### src/hdl/assert_macros.svh
// assertion helpers, sampled on clk and held off during rst
`ifndef ASSERT_MACROS_SVH
`define ASSERT_MACROS_SVH

// property checked at every clock edge outside reset
`define CHECK_CLK(label, prop, msg) \
  label: assert property (@(posedge clk) disable iff (rst) (prop)) else $error(msg);

// property checked once the previous edge was also outside reset
`define CHECK_AFTER_RST(label, prop, msg) \
  label: assert property (@(posedge clk) disable iff (rst) (!$past(rst) |-> (prop))) \
    else $error(msg);

`endif

### src/hdl/rmc_pkg.sv
package rmc_pkg;

  localparam int BoundW           = 63;
  localparam int CountW           = 32;
  localparam int MaxRangesDefault = 256;

  localparam logic FuncLoad  = 1'b0;
  localparam logic FuncQuery = 1'b1;

  // one word travelling down the cell chain; a holds the low bound or the identifier
  typedef struct packed {
    logic              valid;
    logic              func;
    logic [BoundW-1:0] a;
    logic [BoundW-1:0] b;
    logic              hit;
    logic              full;
  } rmc_word_t;

endpackage

### src/hdl/rmc_cell.sv
module rmc_cell import rmc_pkg::*; #(
  parameter int MAX_RANGES = MaxRangesDefault,
  parameter int IDX        = 0,
  localparam int CntW      = $clog2(MAX_RANGES + 1)
) (
  input  logic            clk,
  input  logic            rst,
  input  logic            adv,
  input  rmc_word_t       word_in,
  input  logic [CntW-1:0] slot_in,
  output rmc_word_t       word_out,
  output logic [CntW-1:0] slot_out
);

  localparam logic [CntW-1:0] Slot = CntW'(IDX);

  logic [BoundW-1:0] lo;
  logic [BoundW-1:0] hi;
  logic              write_en;
  logic              match;
  rmc_word_t         word_next;

  // slot carries the fill level at entry: the write target for a load,
  // the number of live cells for a query
  assign write_en = adv && word_in.valid && (word_in.func == FuncLoad) && (slot_in == Slot);
  assign match    = (word_in.func == FuncQuery) && (Slot < slot_in) &&
                    (word_in.a >= lo) && (word_in.a <= hi);

  always_comb begin
    word_next     = word_in;
    word_next.hit = word_in.hit | match;
  end

  always_ff @(posedge clk) begin
    if (write_en) begin
      lo <= word_in.a;
      hi <= word_in.b;
    end
  end

  always_ff @(posedge clk) begin
    if (rst) begin
      word_out.valid <= 1'b0;
    end else if (adv) begin
      word_out <= word_next;
      slot_out <= slot_in;
    end
  end

endmodule

### config.mk
export PLATFORM = sky130hd
export DESIGN_NAME = rmc_cell
export DESIGN_NICKNAME = d
export VERILOG_FILES = /design/src/hdl/assert_macros.svh /design/src/hdl/rmc_pkg.sv /design/src/hdl/rmc_cell.sv
export SDC_FILE = /design/constraint.sdc
export NUM_CORES = 1
export LEC_CHECK = 0
export BUFFER_PORTS_ARGS = -buffer_cell sky130_fd_sc_hd__clkbuf_2
export CAP_MARGIN = 25
export CELL_PAD_IN_SITES_DETAIL_PLACEMENT = 0
export CELL_PAD_IN_SITES_GLOBAL_PLACEMENT = 1
export CORE_UTILIZATION = 47
export DETAILED_ROUTE_END_ITERATION = 10
export PLACE_DENSITY_LB_ADDON = 0.1
export SLEW_MARGIN = 20
export SYNTH_ARGS = -nofsm -noshare
export SYNTH_HDL_FRONTEND = slang
export SYNTH_SLANG_ARGS = --single-unit
### constraint.sdc
create_clock -name clk -period 19.1 [get_ports clk]
set_input_delay 1.91 -clock clk [delete_from_list [all_inputs] [get_ports clk]]
set_output_delay 1.91 -clock clk [all_outputs]
set_load 0.05 [all_outputs]
Word level (Yosys, flattened, before mapping)
Cells that the tools add are included.
Widths: inputs -> output; s select.
{"block": "word_totals", "ff_bits": 265, "in_bits": 142, "out_inout_bits": 139, "word_cells": 23}
{"block": "op_classes", "order_cmp": 3, "bitwise": 3, "reduce_logical": 8}
{"op": "$ge 63x63->1", "count": 1}
{"op": "$le 63x63->1", "count": 1}
{"op": "$logic_not 9->1", "count": 1}
{"op": "$lt 1x9->1 const A", "count": 1}
{"op": "$logic_and 1x1->1", "count": 6}
{"op": "$not 1->1", "count": 2}
{"op": "$reduce_and 2->1", "count": 1}
{"op": "$or 1x1->1", "count": 1}

Longest topological paths before layout
{"block": "depth", "depth_word": 5, "mapped_depth": 9, "depth_no_buf": 9}

Worst setup path after synthesis
No wires, ideal clock.
{"block": "synth_timing", "path_type": "input -> register", "from": "input slot_in[4]", "to": "register hi[0], enable pin", "setup_ps": 767, "t_arrival_ps": 10877, "t_required_ps": 18333, "path_slack_ps": 7456, "path_stages": 3, "path_buffers": 0, "cell_sequence": "nor4_1 -> nand3_1 -> nor3_1"}
{"block": "synth_between", "elab_chain_cells": 2}
{"element": "start, declared", "line": "rmc_cell.sv:10", "source": "input logic [CntW-1:0] slot_in,"}
{"element": "$logic_not 9->1", "line": "rmc_cell.sv:25", "source": "assign write_en = adv && word_in.valid && (word_in.func == FuncLoad) && (slot_in == Slot);"}
{"element": "$logic_and 1x1->1", "line": "rmc_cell.sv:25"}
{"element": "net write_en", "line": "rmc_cell.sv:19", "source": "logic write_en;"}
{"element": "end signal, assigned", "line": "rmc_cell.sv:37", "source": "hi <= word_in.b;"}
{"element": "end, declared", "line": "rmc_cell.sv:18", "source": "logic [BoundW-1:0] hi;"}
The timed path passes the listed nets, and every way through them passes these cells.
A chain may end at the register's enable or synchronous reset.

Worst setup path after layout
{"block": "layout_timing", "from": "input slot_in[4]", "to": "register hi[35], enable pin"}
The elaborated chain is that of the path after synthesis.

==> flow_summary.yaml <==
routing:
  post_drt_wl_per_cell_um: 15.8
  num_vias: 6673
  dr.first_iter.drc_count: 250
  ant_nets: 0
  vias_per_cell: 4.88
  drc_errors: 0
  first_pass_iters: 6
  routed_wl_um: 21600
global_routing:
  grt_pass1_wl_um: 32800
  grt_max_degree: 67
  gr-usage-all-layers_pct: 17.5
  antenna_found_initial: 1
  overflow: 0
  grt_pass1_vias: 6319
floorplan:
  die_w_um: 156
  fp.dieH_um: 156
  core_area_um2: 23400
  io_pins: 281
  start_util_pct: 47.7
  dieArea_um2: 24400
  rows: 56
sta:
  finalSetupViolCount: 0
  clock.fmax_mhz: 252
  fin_tns_setup_ps: 0
  slew_headroom_pct: 41.0
  post-route-period-util_pct: 20.7
  fin_ws_ps: 15140
  min_period_ps: 3960
  finalHoldViolCount: 0
  fin_skew_ps: 24.1
  worst_slew_pin_slew_ps: 886
  drv_slew: 0
  rsz0062_at_grt: "false"
clocking:
  htree_num_levels: 1
  cts_setup_buffers: 0
  holdBufCountCts: 0
  cts_inserted_buffers: 29
  ctsResizeCount: 0
  clockBufferDepth: 3
  clkTransAtPathRegs_ps: 60
  cts-root-buf: "clkbuf_16"
  clkSinkCount: 265
  tritoncts: "yes"
  clk_latency_ps: 540
setup_path:
  reg2reg_slack_ps: 16810
  cp.required_ps: 19240
  critPathKind: "primary input to flip-flop"
  worstPathArrival_ps: 4100
  crit_path_end_kind: "flip-flop"
  start_kind: "primary input"
  critPathMaxFanout: 66
placed_design:
  place_ws_ps: 14520
  place_area_um2: 13000
  place_congestion: 0.738
  placement.io_buffers: 280
  hpwl_um: 16000
yosys:
  seq_area_frac_synth_pct: 71.1
  synth_adder_area_share_pct: 14.1
  synth.net_count: 986
  synth_top_family_by_area: "adder cells"
  synth_ff_type: "edfxtp_1"
  synthArstFlopShare_pct: 0
  yosys_warnings: 0
  synth_edf_count: 264
  synth_xor_area_share_pct: 0
  synth_cells: 718
  synth.avg_cell_area_um2: 15.6
  synth.area.mux_share_pct: 0
  synth-seq-cells: 265
  ys_types: 36
  synth_compound_gate_area_share_pct: 5.52
  synth_simple_gate_area_share_pct: 4.99
  synth_area_um2: 11200
cells_and_area:
  finalInstanceArea_um2: 14000
  fin_util_pct: 59.7
  final_common_cell: "clkbuf_2"
  syn_to_final_growth_pct: 25.0
  layout_common_cells: "clkbuf_2 (280), edfxtp_1 (264), inv_1 (126), ha_1 (126), a21oi_1 (48)"
  antenna_cells: 0
  nFillCells: 1961
  nets: 1302
  drive_above_1_share_pct: 31.5
outcome:
  status: "complete, no violations"
pwr:
  power_density_nw_per_um2: 97.7
  p_leak_nw: 6.15
  vdd_ir_drop_max_uv: 76.6
hold_path:
  hp-class: "flip-flop to flip-flop"
job:
  cap_violations: 0
-- cells in the mapped netlist, types with 2 or more instances --
library cell	n	area, um2
a21oi_1	48	240
nand4_1	23	144
o21ai_0	14	70.1
nand3_1	14	70.1
nor4_1	7	43.8
edfxtp_1	264	7930
nor2b_1	4	25.0
nor3_1	5	25.0
ha_1	126	1580
a221oi_1	3	26.3
nand2b_1	3	18.8
inv_1	126	473
nand2_1	23	86.3
a21o_1	18	135
and4_1	6	52.6
nor2_1	8	30.0
o211ai_1	2	15.0
a211oi_1	5	37.5
nand3b_1	2	15.0
-- registers in the layout, summed over array words and instances (netlist names) --
signal	cells
hi	63
lo	63
slot_out	9
word_out	130
-- logic make-up after synthesis --
kind of cell	after synthesis
simple gates	100
compound gates	101
flops	265
buf+inv	126
fa+ha+maj	126
-- critical path: stages --
cell and delay [ps]:
clkbuf_2 90, nor4_1 270, nand3_1 150, nor3_2 160
buf_4 640, buf_4 800
-- final timing paths --
kind	from	endpoint	cells after the start
max	slot_in[4]	hi[35]	6
min	word_out[129]	word_out[129]	2
min reg2reg	word_out[129]	word_out[129]	2
max reg2reg	hi[22]	word_out[1]	8
-- final cells by class --
type,instances,area [um2],area share (%)
Sequential cell,265,7950,56.9
Multi-Input combinational cell,327,2760,19.8
Timing Repair Buffer,285,1450,10.4
Clock buffer,34,744,5.33
Inverter,126,473,3.39
Tap cell,319,399,2.86
Clock inverter,12,186,1.33
-- through the flow --
step	instances	total power [mW]	hold slack (ps)
3_5_place_dp	1322	0.827	489
4_1_cts	1368	1.38	514
2_1_floorplan	718	0.778	688
3_3_place_gp	1321	0.826	469
6_report	1368	1.36	514
5_1_grt	1368	1.41	526
-- power by group --
group	switching [mW]	internal [mW]	total (mW)	leakage, nW
combinational	0.111	0.0357	0.146	3.27
clock	0.209	0.341	0.550	0.447
sequential	0.00503	0.663	0.668	2.44
-- layer usage --
layer / track usage (%) / part of all wire [%] / vias to the layer above
met3: 4.17 / 6.0 / 35
met1: 23.0 / 44 / 3138
met5: 0 / 0.042 / -
li1: - / - / 3313
met4: 5.18 / 2.0 / 2
met2: 28.9 / 48 / 185
No activity file was read; power rests on OpenSTA's default activity.
