### config.mk
export PLATFORM = sky130hd
export DESIGN_NAME = rmc_tail
export DESIGN_NICKNAME = d
export VERILOG_FILES = /design/src/hdl/rmc_pkg.sv /design/src/hdl/rmc_tail.sv
export VERILOG_INCLUDE_DIRS = /design/src /design/src/hdl
export SDC_FILE = /design/constraint.sdc
export NUM_CORES = 1
export LEC_CHECK = 0
export ABC_AREA = 1
export BUFFER_PORTS_ARGS = -buffer_cell sky130_fd_sc_hd__buf_2
export CAP_MARGIN = 10
export CORE_MARGIN = 2
export CORE_UTILIZATION = 43
export DETAILED_ROUTE_END_ITERATION = 10
export GPL_TIMING_DRIVEN = 0
export HOLD_SLACK_MARGIN = 0.12
export PLACE_DENSITY = 0.95
export SYNTH_ARGS = -nofsm -noshare
export SYNTH_HDL_FRONTEND = slang
export SYNTH_SLANG_ARGS = --single-unit
### constraint.sdc
create_clock -name clk -period 3.9 [get_ports clk]
set_input_delay 0.195 -clock clk [delete_from_list [all_inputs] [get_ports clk]]
set_output_delay 0.195 -clock clk [all_outputs]
set_load 0.005 [all_outputs]
### src/hdl/assert_macros.svh
// assertion helpers, sampled on clk and held off during rst
`ifndef ASSERT_MACROS_SVH
`define ASSERT_MACROS_SVH

// property checked at every clock edge outside reset
`define CHECK_CLK(label, prop, msg) \
  label: assert property (@(posedge clk) disable iff (rst) (prop)) else $error(msg);

// property checked once the previous edge was also outside reset
`define CHECK_AFTER_RST(label, prop, msg) \
  label: assert property (@(posedge clk) disable iff (rst) (!$past(rst) |-> (prop))) \
    else $error(msg);

`endif

### src/hdl/rmc_pkg.sv
package rmc_pkg;

  localparam int BoundW           = 63;
  localparam int CountW           = 32;
  localparam int MaxRangesDefault = 256;

  localparam logic FuncLoad  = 1'b0;
  localparam logic FuncQuery = 1'b1;

  // one word travelling down the cell chain; a holds the low bound or the identifier
  typedef struct packed {
    logic              valid;
    logic              func;
    logic [BoundW-1:0] a;
    logic [BoundW-1:0] b;
    logic              hit;
    logic              full;
  } rmc_word_t;

endpackage

### src/hdl/rmc_tail.sv
`include "assert_macros.svh"

module rmc_tail import rmc_pkg::*; (
  input  logic              clk,
  input  logic              rst,
  input  rmc_word_t         last,
  input  logic              out_ready,
  output logic              adv,
  output logic              out_valid,
  output logic              hit,
  output logic [CountW-1:0] hit_total,
  output logic              table_full
);

  logic              is_hit;
  logic [CountW-1:0] hit_counter;
  logic [CountW-1:0] hit_counter_next;

  // the whole chain moves whenever the output register can take a word
  assign adv    = !out_valid || out_ready;
  assign is_hit = last.valid && (last.func == FuncQuery) && last.hit;

  always_comb begin
    hit_counter_next = hit_counter;
    if (is_hit && (hit_counter != '1)) begin
      hit_counter_next = hit_counter + CountW'(1);
    end
  end

  always_ff @(posedge clk) begin
    if (rst) begin
      out_valid   <= 1'b0;
      hit_counter <= '0;
    end else if (adv) begin
      out_valid   <= last.valid;
      hit_counter <= hit_counter_next;
    end
  end

  always_ff @(posedge clk) begin
    if (adv && last.valid) begin
      hit        <= (last.func == FuncQuery) && last.hit;
      table_full <= last.full;
    end
  end

  assign hit_total = hit_counter;

  `CHECK_AFTER_RST(a_count_step, (hit_counter == $past(hit_counter)) || (hit_counter == $past(hit_counter) + CountW'(1)), "hit count moved by more than one")
  `CHECK_CLK(a_hit_not_full, out_valid |-> !(hit && table_full), "word flagged both hit and full")
  `CHECK_CLK(a_stall_holds_count, (out_valid && !out_ready) |=> $stable(hit_counter) || $past(!out_valid || out_ready), "hit count changed during stall")

endmodule

; Word level (Yosys, flattened, before mapping)
; Index checks and enable logic that the tools add are counted.
[word_totals]
register_bits = 35
latchBits = 0
ramBits = 0
romBits = 0
inputBits = 133
out_inout_bits = 36
memories = 0
[op_classes]
add_sub_neg = 1
mul = 0
n_div = 0
n_lt_le_gt_ge = 0
n_eq_ne = 1
shift = 0
n_mux = 0
bitwise_logic = 0
reduce_logical = 8
[op_table]
columns = op, n
row1 = adder 32 x 1 -> 32 bit (second input constant), 1
row2 = inequality test 32 bit (second input constant), 1
row3 = logical AND 1 bit, 5
row4 = AND reduction 2 bit, 1
row5 = zero test 1 bit, 1
row6 = logical OR 1 bit, 1

; Logic depth before layout (Yosys ltp)
[logic_depth]
word_depth = 4
mapped_depth = 11
ltp_nobuf = 10

; Worst setup path before layout
; No wires, ideal clock.
[synth_timing]
path_kind = reg-to-reg
from = register hit_counter[0] (netlist: hit_total[0])
to = register hit_counter[0] (netlist: hit_total[0])
setup_time_ns = 0.116
t_arrival_ns = 1.538
slack_ns = 2.246
path_stages_with_launch = 12
path_buffers = 1
synth_period_minus_slack_ns = 1.654
path_cell_list = dfxtp_1 > ha_1 > nand2_2 > nor2_4 > nand2_4 > nor2_4 > nand2_4 > nand2_8 > inv_2 > buf_6 > nor2_1 > nor2_1
[synth_between]
elab_chain_len = 3
elab_cells_between_ends = 4
classes_between = add/sub (1) / eq/ne (1) / reduce/logical (2)
[synth_rtl]
columns = item, line
row1 = start: declaration, rmc_tail.sv:16  ; logic [CountW-1:0] hit_counter;
row2 = start signal: assignment, rmc_tail.sv:36  ; hit_counter <= hit_counter_next;
row3 = branches (longest 3 deep; another with adder 32 x 1 -> 32 bit), n/a
; Parallel ways; which one is timed is not known.
; A chain may end at the register's enable or synchronous reset.

; Final worst setup path
[layout_timing]
from = register hit_counter[0] (netlist: hit_total[0])
to = register hit_counter[27] (netlist: hit_total[27])
; The elaborated chain is that of the path after synthesis.

==> impl_metrics.csv <==
group,metric,value,unit
min_path,worstHoldPathCells,3,
logic_synthesis,ys_ff_latch,35,
run_status,outcome,"finished, final reports clean",
sta,skew,0.00322,ns
setup_path,crit_arrival,2.10,ns
route,num_vias,2335,
logic_synthesis,synth-compound-area-share,6.19,%
setup_path,slowest_delay,0.41,ns
clock_tree,cts_buffers,5,
logic_synthesis,synth_top_family_by_area,"simple AND/OR/NAND/NOR gates",
finish,seq_area,721,um^2
route,drtIter0Drc,182,
logic_synthesis,seq_area_frac_synth,33.0,%
logic_synthesis,synth_mux_area_share,0,%
min_path,worstHoldPathType,"input port to flip-flop",
route,first_pass_iters,5,
clock_tree,cts_buffer_depth,2,
pwr,power,0.653,mW
logic_synthesis,synth.cell_area,2180,um^2
sta,finalHoldViolations,0,
setup_path,r2r_cells,11,
logic_synthesis,synth_adder_area_share,0.573,%
sta,rsz0062_at_grt,"false",
placement,place_ws,1.97,ns
setup_path,slowest_stage,"dfxtp_1",
logic_synthesis,avgSynthCellArea,6.18,um^2
finish,multi_input_area,1270,um^2
floorplanning,boundaryPins,169,
finish,antenna-diode-count,0,
placement,port_buffers,41,
setup_path,path_class,"flip-flop to flip-flop",
floorplanning,core,4820,um^2
finish,final_nets,536,
floorplanning,dieArea,5660,um^2
sta,fin_setup_tns,0,ns
floorplanning,start_util,45.3,%
min_path,hold_start,"last[1]",
floorplanning,rows,25,
placement,hpwlAfterDp,4.41,mm
clock_tree,cts_tree,"yes",
sta,fin_ws,1.96,ns
sta,period_minus_slack,1.94,ns
sta,period_share,49.8,%
global_route,gr-total-overflow,0,
global_route,grt_pass1_wl,9.41,mm
logic_synthesis,syn_nets,487,
finish,fillers,468,
route,postRouteAntennaNets,0,
finish,area_growth,17.4,%
route,drt-total-wl,5.62,mm
global_route,antenna_found_initial,0,
finish,post-route-util,53.2,%
sta,setup_viol,0,
logic_synthesis,synth-simple-area-share,45.5,%
setup_path,reg2reg_to,"hit_total[27]",
sta,relSlewSlack,65.6,%
setup_path,cp_top_family,"simple AND/OR/NAND/NOR gates",
sta,maxSlewViolCount,0,
logic_synthesis,synth-xor-area-share,6.02,%
route,wl_per_cell,12.0,um
route,drc,0,
setup_path,reg2reg_slack,1.96,ns
finish,stdcell_count,470,
job,cap_violations,0,
clock_tree,cts_htree_levels,2,
clock_tree,clockRootBuffer,"clkbuf_8",
setup_path,cp_max_fo,10,
min_path,hold_end,"hit",
setup_path,crit_path_start_kind,"flip-flop",
sta,worst_pin_slew,0.516,ns
logic_synthesis,ys_warn_count,0,
finish,drive_above_1_share,15.6,%
clock_tree,clock_sinks,35,
global_route,grt_start_max_net_pins,11,
clock_tree,post_cts_buffers,0,
placement,place_inst,461,
pwr,cellPowerDensity,255,nW/um^2
global_route,grt_pass1_vias,2200,
clock_tree,clk_latency,0.29,ns
route,via_per_inst,4.97,
pwr,leakage,1.02,nW
clock_tree,clk_pin_slew,0.07,ns
logic_synthesis,syn_inst,353,
floorplanning,fp.dieW,75.2,um
sta,fmaxAchievable,515,MHz
setup_path,cp-end-kind,"flip-flop",
setup_path,r2r-start,"hit_total[0]",
setup_path,worstPathCellList,"ha_1 -> nand2_2 -> nor2_4 -> nand2_4 -> nor2_4 -> nand2_4 -> nand2_8 -> inv_2 -> buf_6 -> nand2_1 -> a21oi_1",
setup_path,crit_buf_inv,2,
setup_path,required,4.06,ns
placement,routabilityCongestion,0.998,
logic_synthesis,synth.distinct_cells,26,
global_route,grt_usage,21.7,%
floorplanning,die_y,75.2,um
pwr,ir_drop,0.0966,mV
cells in the mapped netlist (all sizes together):
cell,number,area share [%]
a21oi,22,5.0
clkinv,1,0.17
nand2,137,25
edfxtp,2,2.8
and2,1,0.29
dfxtp,33,30
nor2,68,13
nand4,7,2.0
ha,1,0.57
xnor2,6,2.4
nand3,17,3.9
buf,7,2.8
inv,31,5.3
xor2,9,3.6
clkbuf,2,0.34
o21ai,5,1.1
nor3,4,0.92
registers in the layout, indices dropped and copies added, names as in the netlist:
register    count
hit_total      32
hit             1
out_valid       1
table_full      1
stage by stage:
stage	hold WS [ns]	instance area [um^2]
after global placement	0.372	2470
after CTS	0.194	2560
final	0.195	2560
after global routing	0.208	2560
after floorplan	0.294	2180
after detailed placement	0.378	2470
logic make-up after synthesis:
logic type	count (synthesis)
XOR/XNOR	15
adder cells (fa/ha/maj)	1
AND/OR/NAND/NOR	234
flip-flops	35
AO/OA/AOI/OAI	27
buffers and inverters	41
placed cells by master, fill, tap and decap left out, types with 3 or more instances in the layout:
master    instances
xor2_1            9
buf_2            42
nand2_1         133
nor2_4            4
clkbuf_1          3
dfxtp_1          33
nor3_1            4
o21ai_0           5
nand4_1           7
a21oi_1          22
xnor2_1           6
inv_1            30
nor2_1           62
buf_6             4
clkinv_1          3
clkbuf_8          5
nand3_1          17
area by class of cell:
cell class | instances | share of cell area [%]
timing repair buffer | 42 | 8.40
buffer | 9 | 2.69
multi-input combinational | 277 | 49.7
clock buffer | 6 | 2.83
sequential | 35 | 28.1
inverter | 32 | 4.69
tap | 67 | 3.27
clock inverter | 2 | 0.293
worst max path at each step:
stage | from | slack [ns] | cells past startpoint | endpoint
2_1_floorplan | hit_total[0] | 2.25 | 11 | hit_total[0]
3_3_place_gp | hit_total[1] | 2.07 | 11 | hit_total[14]
3_5_place_dp | hit_total[1] | 1.97 | 11 | hit_total[27]
4_1_cts | hit_total[1] | 1.98 | 11 | hit_total[27]
5_1_grt | hit_total[0] | 1.86 | 11 | hit_total[27]
6_report | hit_total[0] | 1.96 | 11 | hit_total[27]
metal layers:
layer	share of wire (%)	vias up	GRT usage, %
met2	49	96	37.0
met4	2.2	0	10.7
met5	0	-	0
met1	42	1022	25.7
li1	-	1199	-
met3	6.3	18	4.55
worst register-to-register path, stage by stage (launching register included):
cell     delay [ns]
dfxtp_1        0.41
ha_1           0.31
nand2_2        0.10
nor2_4         0.21
nand2_4        0.10
nor2_4         0.16
nand2_4        0.09
nand2_8        0.10
inv_2          0.08
buf_6          0.14
nand2_1        0.07
a21oi_1        0.06
report_power, final:
| part | internal, mW | switching, mW | total (mW) | leakage [nW] |
|---|---|---|---|---|
| sequential | 0.364 | 0.00197 | 0.366 | 0.286 |
| combinational | 0.0127 | 0.0220 | 0.0347 | 0.695 |
| clock | 0.122 | 0.131 | 0.253 | 0.0403 |
| total | 0.498 | 0.155 | 0.653 | 1.02 |
repair_timing:
item / 4_1_cts / 5_1_grt
endpoints found under the setup margin: 0 / 0
hold endpoints to repair: 1 / 0
hold buffers: 1 / 0
resized for setup: 0 / 0
Note: power is estimated with default switching activity, not from simulation.
